--- config.mk ---
export PLATFORM = sky130hd
export DESIGN_NAME = throughput_credit_controller_flat
export DESIGN_NICKNAME = d
export VERILOG_FILES = /design/src/sv/tcc_pkg.sv /design/src/sv/tcc_if.sv /design/src/sv/tcc_ctrl.sv /design/src/sv/tcc_dpath.sv /design/src/sv/throughput_credit_controller.sv /design/src/flat_wrapper.sv
export SDC_FILE = /design/constraint.sdc
export NUM_CORES = 2
export LEC_CHECK = 0
export BUFFER_PORTS_ARGS = -buffer_cell sky130_fd_sc_hd__clkbuf_2
export CAP_MARGIN = 20
export CORE_MARGIN = 2
export CORE_UTILIZATION = 49
export CTS_CLUSTER_DIAMETER = 40
export CTS_CLUSTER_SIZE = 28
export DETAILED_ROUTE_END_ITERATION = 6
export GPL_TIMING_DRIVEN = 0
export PLACE_DENSITY = 0.63
export RECOVER_POWER = 25
export SKIP_CTS_REPAIR_TIMING = 1
export SYNTH_ARGS = -nofsm -noshare
export SYNTH_HDL_FRONTEND = slang
export SYNTH_SLANG_ARGS = --single-unit
--- constraint.sdc ---
create_clock -name clk_i -period 26.2 [get_ports clk_i]
set_input_delay 2.62 -clock clk_i [delete_from_list [all_inputs] [get_ports clk_i]]
set_output_delay 2.62 -clock clk_i [all_outputs]
set_load 0.03 [all_outputs]
--- src/sv/tcc_pkg.sv ---
// ----------------------------------------------------------------------------
// tcc_pkg
// Shared types, codes and constants of the throughput credit controller.
// ----------------------------------------------------------------------------
package tcc_pkg;

  localparam int unsigned ElemInW   = 31;
  localparam int unsigned StampW    = 63;
  localparam int unsigned CycleW    = 40;
  localparam int unsigned CplxW     = 40;
  localparam int unsigned CreditW   = 32;
  localparam int unsigned BatchW    = 31;
  localparam int unsigned ElemTotW  = 48;
  localparam int unsigned TimeW     = 64;

  // multiplier: factor times one 16-bit slice of the element total per cycle
  localparam int unsigned SliceW    = 16;
  localparam int unsigned MulSteps  = ElemTotW / SliceW;
  localparam int unsigned PartW     = CplxW + SliceW;
  localparam int unsigned ProdW     = CplxW + ElemTotW;
  localparam int unsigned MulCntW   = $clog2(MulSteps);

  // divider: only the low quotient bits are developed, the rest is a clamp
  localparam int unsigned QuoW      = 31;
  localparam int unsigned DivSteps  = QuoW;
  localparam int unsigned DivCntW   = $clog2(DivSteps);
  localparam int unsigned RemW      = TimeW - 1;

  localparam logic [CplxW-1:0]   CPLX_RESET   = CplxW'(50000);
  localparam logic [CreditW-1:0] INIT_CREDIT  = CreditW'(50);
  localparam logic [BatchW-1:0]  INIT_BATCH   = BatchW'(10);
  localparam logic [QuoW-1:0]    QUO_MAX      = {QuoW{1'b1}};
  localparam logic [QuoW-1:0]    QUO_MIN      = QuoW'(1);

  localparam logic [1:0] FUNC_START   = 2'd0;
  localparam logic [1:0] FUNC_END     = 2'd1;
  localparam logic [1:0] FUNC_COMPUTE = 2'd2;
  localparam logic [1:0] FUNC_INIT    = 2'd3;

  typedef enum logic [2:0] {
    ST_IDLE,
    ST_MUL,
    ST_CHECK,
    ST_DIV,
    ST_STORE,
    ST_DONE
  } state_e;

  typedef enum logic [1:0] {
    RES_INIT,
    RES_ONE,
    RES_NEG,
    RES_CALC
  } res_e;

  typedef struct packed {
    logic batch_start;
    logic batch_end;
    logic latch;
    logic mul_init;
    logic mul_step;
    logic div_check;
    logic div_step;
    logic store_quo;
    logic sel;
    logic out_load;
    logic clear_tot;
    res_e res_sel;
  } cmd_t;

  typedef struct packed {
    logic busy_zero;
    logic busy_neg;
    logic mul_last;
    logic div_last;
    logic slot_free;
  } sts_t;

  localparam cmd_t CMD_NONE = '{
    batch_start: 1'b0,
    batch_end:   1'b0,
    latch:       1'b0,
    mul_init:    1'b0,
    mul_step:    1'b0,
    div_check:   1'b0,
    div_step:    1'b0,
    store_quo:   1'b0,
    sel:         1'b0,
    out_load:    1'b0,
    clear_tot:   1'b0,
    res_sel:     RES_INIT
  };

endpackage

--- src/sv/tcc_if.sv ---
// ----------------------------------------------------------------------------
// tcc_req_if / tcc_rsp_if
// Valid/ready channels for input items and result items.
// ----------------------------------------------------------------------------
interface tcc_req_if;
  import tcc_pkg::*;

  logic                valid;
  logic                ready;
  logic [1:0]          func;
  logic [ElemInW-1:0]  batch_elements;
  logic [StampW-1:0]   timestamp_ns;
  logic [CycleW-1:0]   cycle_ns;

  modport source (output valid, func, batch_elements, timestamp_ns, cycle_ns,
                  input ready);
  modport sink   (input valid, func, batch_elements, timestamp_ns, cycle_ns,
                  output ready);
endinterface

interface tcc_rsp_if;
  import tcc_pkg::*;

  logic                valid;
  logic                ready;
  logic [CreditW-1:0]  credit;
  logic [BatchW-1:0]   batch_len;

  modport source (output valid, credit, batch_len, input ready);
  modport sink   (input valid, credit, batch_len, output ready);
endinterface

--- src/sv/tcc_ctrl.sv ---
// ----------------------------------------------------------------------------
// tcc_ctrl
// Sequencer: accepts beats, runs the two multiply/divide passes, issues result.
// ----------------------------------------------------------------------------
module tcc_ctrl
  import tcc_pkg::*;
(
  input  logic       clk_i,
  input  logic       rst_ni,
  input  logic       in_fire_i,
  input  logic [1:0] func_i,
  input  sts_t       sts_i,
  output logic       in_ready_o,
  output cmd_t       cmd_o
);

  state_e state_q, state_d;
  logic   sel_q, sel_d;
  res_e   res_q, res_d;

  always_comb begin
    state_d = state_q;
    sel_d   = sel_q;
    res_d   = res_q;
    case (state_q)
      ST_IDLE: begin
        if (in_fire_i) begin
          sel_d = 1'b0;
          case (func_i)
            FUNC_COMPUTE: begin
              if (sts_i.busy_zero) begin
                res_d   = RES_ONE;
                state_d = ST_DONE;
              end else if (sts_i.busy_neg) begin
                res_d   = RES_NEG;
                state_d = ST_DONE;
              end else begin
                res_d   = RES_CALC;
                state_d = ST_MUL;
              end
            end
            FUNC_INIT: begin
              res_d   = RES_INIT;
              state_d = ST_DONE;
            end
            default: ;
          endcase
        end
      end
      ST_MUL: begin
        if (sts_i.mul_last) state_d = ST_CHECK;
      end
      ST_CHECK: state_d = ST_DIV;
      ST_DIV: begin
        if (sts_i.div_last) state_d = ST_STORE;
      end
      ST_STORE: begin
        if (!sel_q) begin
          sel_d   = 1'b1;
          state_d = ST_MUL;
        end else begin
          state_d = ST_DONE;
        end
      end
      ST_DONE: begin
        if (sts_i.slot_free) state_d = ST_IDLE;
      end
      default: state_d = ST_IDLE;
    endcase
  end

  always_comb begin
    cmd_o         = CMD_NONE;
    cmd_o.sel     = sel_q;
    cmd_o.res_sel = res_q;
    in_ready_o    = 1'b0;
    case (state_q)
      ST_IDLE: begin
        in_ready_o = 1'b1;
        if (in_fire_i) begin
          case (func_i)
            FUNC_START:   cmd_o.batch_start = 1'b1;
            FUNC_END:     cmd_o.batch_end   = 1'b1;
            FUNC_COMPUTE: begin
              cmd_o.latch    = 1'b1;
              cmd_o.mul_init = !sts_i.busy_zero && !sts_i.busy_neg;
            end
            default: ;
          endcase
        end
      end
      ST_MUL:   cmd_o.mul_step  = 1'b1;
      ST_CHECK: cmd_o.div_check = 1'b1;
      ST_DIV:   cmd_o.div_step  = 1'b1;
      ST_STORE: begin
        cmd_o.store_quo = 1'b1;
        cmd_o.mul_init  = !sel_q;
      end
      ST_DONE: begin
        if (sts_i.slot_free) begin
          cmd_o.out_load  = 1'b1;
          cmd_o.clear_tot = (res_q == RES_CALC) || (res_q == RES_NEG);
        end
      end
      default: ;
    endcase
  end

  always_ff @(posedge clk_i or negedge rst_ni) begin
    if (!rst_ni) begin
      state_q <= ST_IDLE;
      sel_q   <= 1'b0;
      res_q   <= RES_INIT;
    end else begin
      state_q <= state_d;
      sel_q   <= sel_d;
      res_q   <= res_d;
    end
  end

endmodule

--- src/sv/tcc_dpath.sv ---
// ----------------------------------------------------------------------------
// tcc_dpath
// Totals, sliced multiplier, restoring divider with clamp, result register.
// ----------------------------------------------------------------------------
module tcc_dpath
  import tcc_pkg::*;
(
  input  logic                clk_i,
  input  logic                rst_ni,
  input  logic                cfg_we_i,
  input  logic [CplxW-1:0]    cfg_wdata_i,
  input  logic [ElemInW-1:0]  batch_elements_i,
  input  logic [StampW-1:0]   timestamp_ns_i,
  input  logic [CycleW-1:0]   cycle_ns_i,
  input  cmd_t                cmd_i,
  output sts_t                sts_o,
  input  logic                out_ready_i,
  output logic                out_valid_o,
  output logic [CreditW-1:0]  credit_o,
  output logic [BatchW-1:0]   batch_len_o
);

  logic [CplxW-1:0]    cplx_q;
  logic [ElemTotW-1:0] elem_q;
  logic [TimeW-1:0]    busy_q;
  logic [TimeW-1:0]    stamp_q;
  logic [CycleW-1:0]   cyc_q;

  logic [ProdW-1:0]    prod_q, prod_d;
  logic [MulCntW-1:0]  mcnt_q;
  logic [RemW-1:0]     rem_q, rem_d;
  logic [QuoW-1:0]     quo_q, quo_d;
  logic [DivCntW-1:0]  dcnt_q;
  logic                over_q;
  logic [QuoW-1:0]     cq_q, bq_q;

  logic                out_valid_q;
  logic [CreditW-1:0]  credit_q;
  logic [BatchW-1:0]   batch_q;

  logic [CplxW-1:0]    factor;
  logic [SliceW-1:0]   slice;
  logic [PartW-1:0]    part;
  logic [RemW-1:0]     divisor;
  logic [RemW-1:0]     rem_init;
  logic [TimeW-1:0]    trial;
  logic                fits;
  logic                over;
  logic [QuoW-1:0]     quo_clamped;

  assign factor  = cmd_i.sel ? cplx_q : cyc_q;
  assign divisor = busy_q[RemW-1:0];

  // slices go most significant first, so the accumulator shifts left each step
  always_comb begin
    case (mcnt_q)
      2'd0:    slice = elem_q[3*SliceW-1:2*SliceW];
      2'd1:    slice = elem_q[2*SliceW-1:SliceW];
      default: slice = elem_q[SliceW-1:0];
    endcase
  end

  assign part = factor * slice;

  always_comb begin
    prod_d = prod_q;
    if (cmd_i.mul_init) begin
      prod_d = '0;
    end else if (cmd_i.mul_step) begin
      prod_d = {prod_q[ProdW-SliceW-1:0], {SliceW{1'b0}}}
             + {{(ProdW-PartW){1'b0}}, part};
    end else if (cmd_i.div_step) begin
      prod_d = {prod_q[ProdW-2:0], 1'b0};
    end
  end

  // quotient reaches 2^31 exactly when the product without its low bits
  // already covers the divisor
  assign rem_init = {{(RemW-(ProdW-QuoW)){1'b0}}, prod_q[ProdW-1:QuoW]};
  assign over     = rem_init >= divisor;
  assign trial    = {rem_q, prod_q[QuoW-1]};
  assign fits     = trial >= {1'b0, divisor};

  always_comb begin
    rem_d = rem_q;
    quo_d = quo_q;
    if (cmd_i.div_check) begin
      rem_d = rem_init;
      quo_d = '0;
    end else if (cmd_i.div_step) begin
      rem_d = fits ? RemW'(trial - {1'b0, divisor}) : trial[RemW-1:0];
      quo_d = {quo_q[QuoW-2:0], fits};
    end
  end

  always_comb begin
    if (over_q) begin
      quo_clamped = QUO_MAX;
    end else if (quo_q == '0) begin
      quo_clamped = QUO_MIN;
    end else begin
      quo_clamped = quo_q;
    end
  end

  assign sts_o.busy_zero = (busy_q == '0);
  assign sts_o.busy_neg  = busy_q[TimeW-1];
  assign sts_o.mul_last  = (mcnt_q == MulCntW'(MulSteps - 1));
  assign sts_o.div_last  = (dcnt_q == DivCntW'(DivSteps - 1));
  assign sts_o.slot_free = !out_valid_q || out_ready_i;

  always_ff @(posedge clk_i or negedge rst_ni) begin
    if (!rst_ni) begin
      cplx_q      <= CPLX_RESET;
      elem_q      <= '0;
      busy_q      <= '0;
      stamp_q     <= '0;
      mcnt_q      <= '0;
      dcnt_q      <= '0;
      out_valid_q <= 1'b0;
    end else begin
      if (cfg_we_i) cplx_q <= cfg_wdata_i;
      if (cmd_i.batch_start) begin
        elem_q  <= elem_q + {{(ElemTotW-ElemInW){1'b0}}, batch_elements_i};
        stamp_q <= {1'b0, timestamp_ns_i};
      end
      if (cmd_i.batch_end) begin
        busy_q <= busy_q + ({1'b0, timestamp_ns_i} - stamp_q);
      end
      if (cmd_i.clear_tot) begin
        elem_q <= '0;
        busy_q <= '0;
      end
      if (cmd_i.mul_init) begin
        mcnt_q <= '0;
      end else if (cmd_i.mul_step) begin
        mcnt_q <= mcnt_q + MulCntW'(1);
      end
      if (cmd_i.div_check) begin
        dcnt_q <= '0;
      end else if (cmd_i.div_step) begin
        dcnt_q <= dcnt_q + DivCntW'(1);
      end
      if (cmd_i.out_load) begin
        out_valid_q <= 1'b1;
      end else if (out_ready_i) begin
        out_valid_q <= 1'b0;
      end
    end
  end

  always_ff @(posedge clk_i) begin
    if (cmd_i.latch) cyc_q <= cycle_ns_i;
    prod_q <= prod_d;
    rem_q  <= rem_d;
    quo_q  <= quo_d;
    if (cmd_i.div_check) over_q <= over;
    if (cmd_i.store_quo) begin
      if (cmd_i.sel) begin
        bq_q <= quo_clamped;
      end else begin
        cq_q <= quo_clamped;
      end
    end
    if (cmd_i.out_load) begin
      case (cmd_i.res_sel)
        RES_INIT: begin
          credit_q <= INIT_CREDIT;
          batch_q  <= INIT_BATCH;
        end
        RES_ONE: begin
          credit_q <= CreditW'(1);
          batch_q  <= BatchW'(1);
        end
        RES_NEG: begin
          credit_q <= CreditW'(2);
          batch_q  <= BatchW'(1);
        end
        default: begin
          credit_q <= {cq_q, 1'b0};
          batch_q  <= bq_q;
        end
      endcase
    end
  end

  assign out_valid_o = out_valid_q;
  assign credit_o    = credit_q;
  assign batch_len_o = batch_q;

endmodule

--- src/sv/throughput_credit_controller.sv ---
// ----------------------------------------------------------------------------
// throughput_credit_controller
// Element and busy-time bookkeeping with credit and batch-size grants.
// ----------------------------------------------------------------------------
// Batch-start and batch-end beats are absorbed in the cycle they are accepted.
// An initial grant, or a compute beat that finds the busy time zero or
// negative, goes straight to the done state, which loads the output register
// once that register is free; the input reopens after that load. A regular
// compute beat first develops two quotients, each through the 40x16 sliced
// multiplier, an overflow check, the shared one-bit-per-cycle restoring
// divider and a store step; then the done state loads the output register.
// A finished result waits in the output register; batch beats are still
// accepted while it waits, but a later grant keeps the input closed until
// the waiting result is taken.
module throughput_credit_controller
  import tcc_pkg::*;
(
  input  logic             clk_i,
  input  logic             rst_ni,
  input  logic             cfg_we_i,
  input  logic [CplxW-1:0] cfg_wdata_i,
  tcc_req_if.sink          req_i,
  tcc_rsp_if.source        rsp_o
);

  cmd_t cmd;
  sts_t sts;
  logic in_ready;

  assign req_i.ready = in_ready;

  tcc_ctrl u_ctrl (
    .clk_i      (clk_i),
    .rst_ni     (rst_ni),
    .in_fire_i  (req_i.valid && in_ready),
    .func_i     (req_i.func),
    .sts_i      (sts),
    .in_ready_o (in_ready),
    .cmd_o      (cmd)
  );

  tcc_dpath u_dpath (
    .clk_i            (clk_i),
    .rst_ni           (rst_ni),
    .cfg_we_i         (cfg_we_i),
    .cfg_wdata_i      (cfg_wdata_i),
    .batch_elements_i (req_i.batch_elements),
    .timestamp_ns_i   (req_i.timestamp_ns),
    .cycle_ns_i       (req_i.cycle_ns),
    .cmd_i            (cmd),
    .sts_o            (sts),
    .out_ready_i      (rsp_o.ready),
    .out_valid_o      (rsp_o.valid),
    .credit_o         (rsp_o.credit),
    .batch_len_o      (rsp_o.batch_len)
  );

endmodule

--- src/flat_wrapper.sv ---
// flat-port wrapper written by rule: the top's interface ports become plain ports
module throughput_credit_controller_flat import tcc_pkg::*;
  (clk_i, rst_ni, cfg_we_i, cfg_wdata_i, req_i_valid, req_i_func, req_i_batch_elements, req_i_timestamp_ns, req_i_cycle_ns, req_i_ready, rsp_o_valid, rsp_o_credit, rsp_o_batch_len, rsp_o_ready);
  tcc_req_if req_i_i ();
  tcc_rsp_if rsp_o_i ();
  input  logic clk_i;
  input  logic rst_ni;
  input  logic cfg_we_i;
  input  logic [CplxW-1:0] cfg_wdata_i;
  input wire logic [$bits(req_i_i.valid)-1:0] req_i_valid;
  input wire logic [$bits(req_i_i.func)-1:0] req_i_func;
  input wire logic [$bits(req_i_i.batch_elements)-1:0] req_i_batch_elements;
  input wire logic [$bits(req_i_i.timestamp_ns)-1:0] req_i_timestamp_ns;
  input wire logic [$bits(req_i_i.cycle_ns)-1:0] req_i_cycle_ns;
  output wire logic [$bits(req_i_i.ready)-1:0] req_i_ready;
  output wire logic [$bits(rsp_o_i.valid)-1:0] rsp_o_valid;
  output wire logic [$bits(rsp_o_i.credit)-1:0] rsp_o_credit;
  output wire logic [$bits(rsp_o_i.batch_len)-1:0] rsp_o_batch_len;
  input wire logic [$bits(rsp_o_i.ready)-1:0] rsp_o_ready;
  assign req_i_i.valid = req_i_valid;
  assign req_i_i.func = req_i_func;
  assign req_i_i.batch_elements = req_i_batch_elements;
  assign req_i_i.timestamp_ns = req_i_timestamp_ns;
  assign req_i_i.cycle_ns = req_i_cycle_ns;
  assign req_i_ready = req_i_i.ready;
  assign rsp_o_valid = rsp_o_i.valid;
  assign rsp_o_credit = rsp_o_i.credit;
  assign rsp_o_batch_len = rsp_o_i.batch_len;
  assign rsp_o_i.ready = rsp_o_ready;
  throughput_credit_controller u_core (.clk_i(clk_i), .rst_ni(rst_ni), .cfg_we_i(cfg_we_i), .cfg_wdata_i(cfg_wdata_i), .req_i(req_i_i), .rsp_o(rsp_o_i));
endmodule
==> results.sh <==
export IMPL_status="finished with violations"
export IMPL_violations="capacitance limit, slew limit"
export IMPL_wl_met3_um=15200
export IMPL_wl_um=174000
export IMPL_drive_gt1_frac=0.0979
export IMPL_async_flop_share=0.397
export IMPL_final_hold_viol_count=0
export IMPL_r2r_slack_ps=15110
export IMPL_wl_met2_um=78800
export IMPL_rsz0062_at_grt="false"
export IMPL_wl_met1_um=75400
export IMPL_synth_area_per_cell_um2=9.02
export IMPL_fmaxAchievable_mhz=90.1
export IMPL_crit_arrival_ps=11680
export IMPL_place_congestion=0.961
export IMPL_skew_ps=99.5
export IMPL_crit_top_cell="fa_1"
export IMPL_pin_count=246
export IMPL_synth_seq_area_share=0.259
export IMPL_period_needed_ps=11090
export IMPL_maxSlewViolCount=128
export IMPL_die_y_um=347
export IMPL_layout_nets=7947
export IMPL_firstDrtPassIters=6
export IMPL_crit_path_top_delay_cell="mux2i_1"
export IMPL_critPathKind="reg -> reg"
export IMPL_holdPathEnd="u_core.u_dpath.quo_q[7]$_SDFFE_PP0P_"
export IMPL_yosys_top_cells_area="fa_1 (22%), edfxtp_1 (12%), dfrtp_1 (9.7%), ha_1 (8.0%), inv_1 (7.1%)"
export IMPL_dp_hpwl_um=144000
export IMPL_ys_warnings_count=0
export IMPL_synth_edff_count=223
export IMPL_vias=47451
export IMPL_syn_instance_count=6399
export IMPL_fp_coreArea_mm2=0.117
export IMPL_clock_latency_ps=750
export IMPL_h_tree_depth=3
export IMPL_grt_max_degree=96
export IMPL_ys_ff_latch=577
export IMPL_worstPathRequired_ps=26780
export IMPL_numCtsBuffers=96
export IMPL_syn_area_mm2=0.0577
export IMPL_rows=125
export IMPL_netlist_area_leader_share=0.220
export IMPL_min_from="u_core.u_dpath.quo_q[7]$_SDFFE_PP0P_"
export IMPL_via_per_inst=5.67
export IMPL_min_period_over_period=0.423
export IMPL_dieArea_mm2=0.121
export IMPL_antenna_found_initial=7
export IMPL_reg2reg_to="u_core.u_dpath.prod_q[81]$_SDFFE_PP0P_"
export IMPL_reg2reg_from="u_core.u_ctrl.sel_q$_DFFE_PN0P_"
export IMPL_ys_flop_type="edfxtp_1"
export IMPL_grt_total_usage=0.292
export IMPL_grt_pass1_vias=47589
export IMPL_clock_sinks=577
export IMPL_grt_first_pass_wirelength_um=273000
export IMPL_slowest_delay_ps=990
export IMPL_gr_total_overflow=0
export IMPL_initial_core_util=0.495
export IMPL_area_growth_pct=11.9
export IMPL_tightest_slew_ps=3440
export IMPL_fin_cells=8375
export IMPL_die_width_um=347
export IMPL_clk_pin_slew_ps=60
export IMPL_io_buffers=244
export IMPL_cap_violations=3
export IMPL_worst_hold_path_type="reg -> reg"
export IMPL_cp_start_kind="flop"
export IMPL_highest_signal_layer="met5"
export IMPL_place_inst=8181
export IMPL_drt_iter0_drc=3905
export IMPL_cp_end_kind="flop"
export IMPL_worst_hold_path_num_cells=2
export IMPL_yosysMostFrequentCell="inv_1"
export IMPL_syn_nets=7583
export IMPL_drcViolationCount=0
export IMPL_wl_per_cell_um=20.8
export IMPL_drtAntennaViolNets=0
export IMPL_synth_cell_types=86
export IMPL_synth_commonest_cells="inv_1 (1086), nand2_1 (763), fa_1 (635)"
export IMPL_max_slew_margin=-1.29
export IMPL_final_setup_viol_count=0
export IMPL_cts_root_buf="clkbuf_16"
export IMPL_cts_buffer_depth=3
export IMPL_cts_tree="done"
export IMPL_r2r_cells=29
export IMPL_fin_setup_tns_ps=0
export IMPL_synth_area_leader_cell="fa_1"
export IMPL_critPathMaxFanout=10
==> worst max-delay path by stage <==
stage | slack (ps) | end | cells after the start | startpoint
after floorplan | 17980 | u_core.u_dpath.prod_q[85]$_SDFFE_PP0P_ | 33 | u_core.u_dpath.mcnt_q[0]$_DFFE_PN0P_
after global placement | 15080 | u_core.u_dpath.prod_q[81]$_SDFFE_PP0P_ | 28 | u_core.u_ctrl.sel_q$_DFFE_PN0P_
after detailed placement | 15290 | u_core.u_dpath.prod_q[81]$_SDFFE_PP0P_ | 29 | u_core.u_ctrl.sel_q$_DFFE_PN0P_
after CTS | 15280 | u_core.u_dpath.prod_q[81]$_SDFFE_PP0P_ | 29 | u_core.u_ctrl.sel_q$_DFFE_PN0P_
after global routing | 14820 | u_core.u_dpath.prod_q[81]$_SDFFE_PP0P_ | 35 | u_core.u_dpath.mcnt_q[0]$_DFFE_PN0P_
final | 15110 | u_core.u_dpath.prod_q[81]$_SDFFE_PP0P_ | 29 | u_core.u_ctrl.sel_q$_DFFE_PN0P_
==> registers in the layout (all words and copies together), names as in the netlist, 3 cells and up <==
| name | count |
|---|---|
| u_core.u_dpath.busy_q | 64 |
| u_core.u_dpath.bq_q | 31 |
| u_core.u_dpath.prod_q | 88 |
| u_core.u_dpath.cyc_q | 40 |
| u_core.u_dpath.cplx_q | 40 |
| u_core.u_ctrl.state_q | 3 |
| u_core.u_dpath.quo_q | 31 |
| u_core.u_dpath.elem_q | 48 |
| u_core.u_dpath.credit_o | 32 |
| u_core.u_dpath.stamp_q | 63 |
| u_core.u_dpath.dcnt_q | 5 |
| u_core.u_dpath.rem_q | 63 |
| u_core.u_dpath.batch_len_o | 31 |
| u_core.u_dpath.cq_q | 31 |
==> cell usage in the layout, fill, tap and decap left out, drive strengths merged, types with 36 or more instances in the layout <==
cell and count:
a31oi 58, dfrtp 223, a211oi 77, nand2 763, and3 62, inv 1111
a21o 186, nand4 74, buf 54, fa 635, nor2 437, ha 368
nand3 88, mux2 145, edfxtp 223, or2 44, o21ai 223, xnor2 119
xor2 104, nor3 54, mux2i 47, clkbuf 611, a22o 126, and2 90
a21oi 359, clkinv 36, dfxtp 125
==> final cells by class <==
type	count	area, um2
Antenna cell	4	10.0
Clock buffer	101	2450
Fill cell	10760	51900
Buffer	299	1160
Multi-Input combinational cell	4437	37600
Timing Repair Buffer	266	1490
Clock inverter	81	990
Sequential cell	577	14900
Tap cell	1524	1910
Inverter	1086	4080
==> worst max-delay path: cells and delay by family, from the launching register on <==
| kind | cells | cell delay, ps |
|---|---|---|
| flip-flops | 1 | 780 |
| AND/OR/NAND/NOR | 5 | 920 |
| buffers and inverters | 9 | 2450 |
| XOR/XNOR | 1 | 310 |
| multiplexers | 1 | 990 |
| AO/OA/AOI/OAI | 6 | 1970 |
| adder cells (fa/ha/maj) | 7 | 3490 |
==> cell families after synthesis <==
| kind of cell | after synthesis | share of synthesized area |
|---|---|---|
| simple gates | 1753 | 0.137 |
| buf+inv | 1385 | 0.0907 |
| compound gates | 1266 | 0.144 |
| fa+ha+maj | 1003 | 0.300 |
| flops | 577 | 0.259 |
| xor+xnor | 223 | 0.0338 |
| mux | 192 | 0.0364 |
==> routing by layer <==
| metal | GRT usage | vias to the layer above |
|---|---|---|
| li1 | - | 21884 |
| met1 | 0.408 | 23509 |
| met2 | 0.457 | 1773 |
| met3 | 0.0590 | 281 |
| met4 | 0.0933 | 4 |
| met5 | 0 | - |
==> through the flow <==
stage               utilization  instance area, um2  hold WS (ps)  setup slack, ps
floorplan                     -               57700           439            17980
global placement          0.522               60900           458            15080
detailed placement        0.524               61100           457            15290
CTS                       0.554               64500           464            15280
global route              0.554               64600           499            14820
finish                    0.554               64600           460            15110
Power is not shown: default switching activity piles up to over one toggle a cycle in this logic, so the estimate is an artifact.
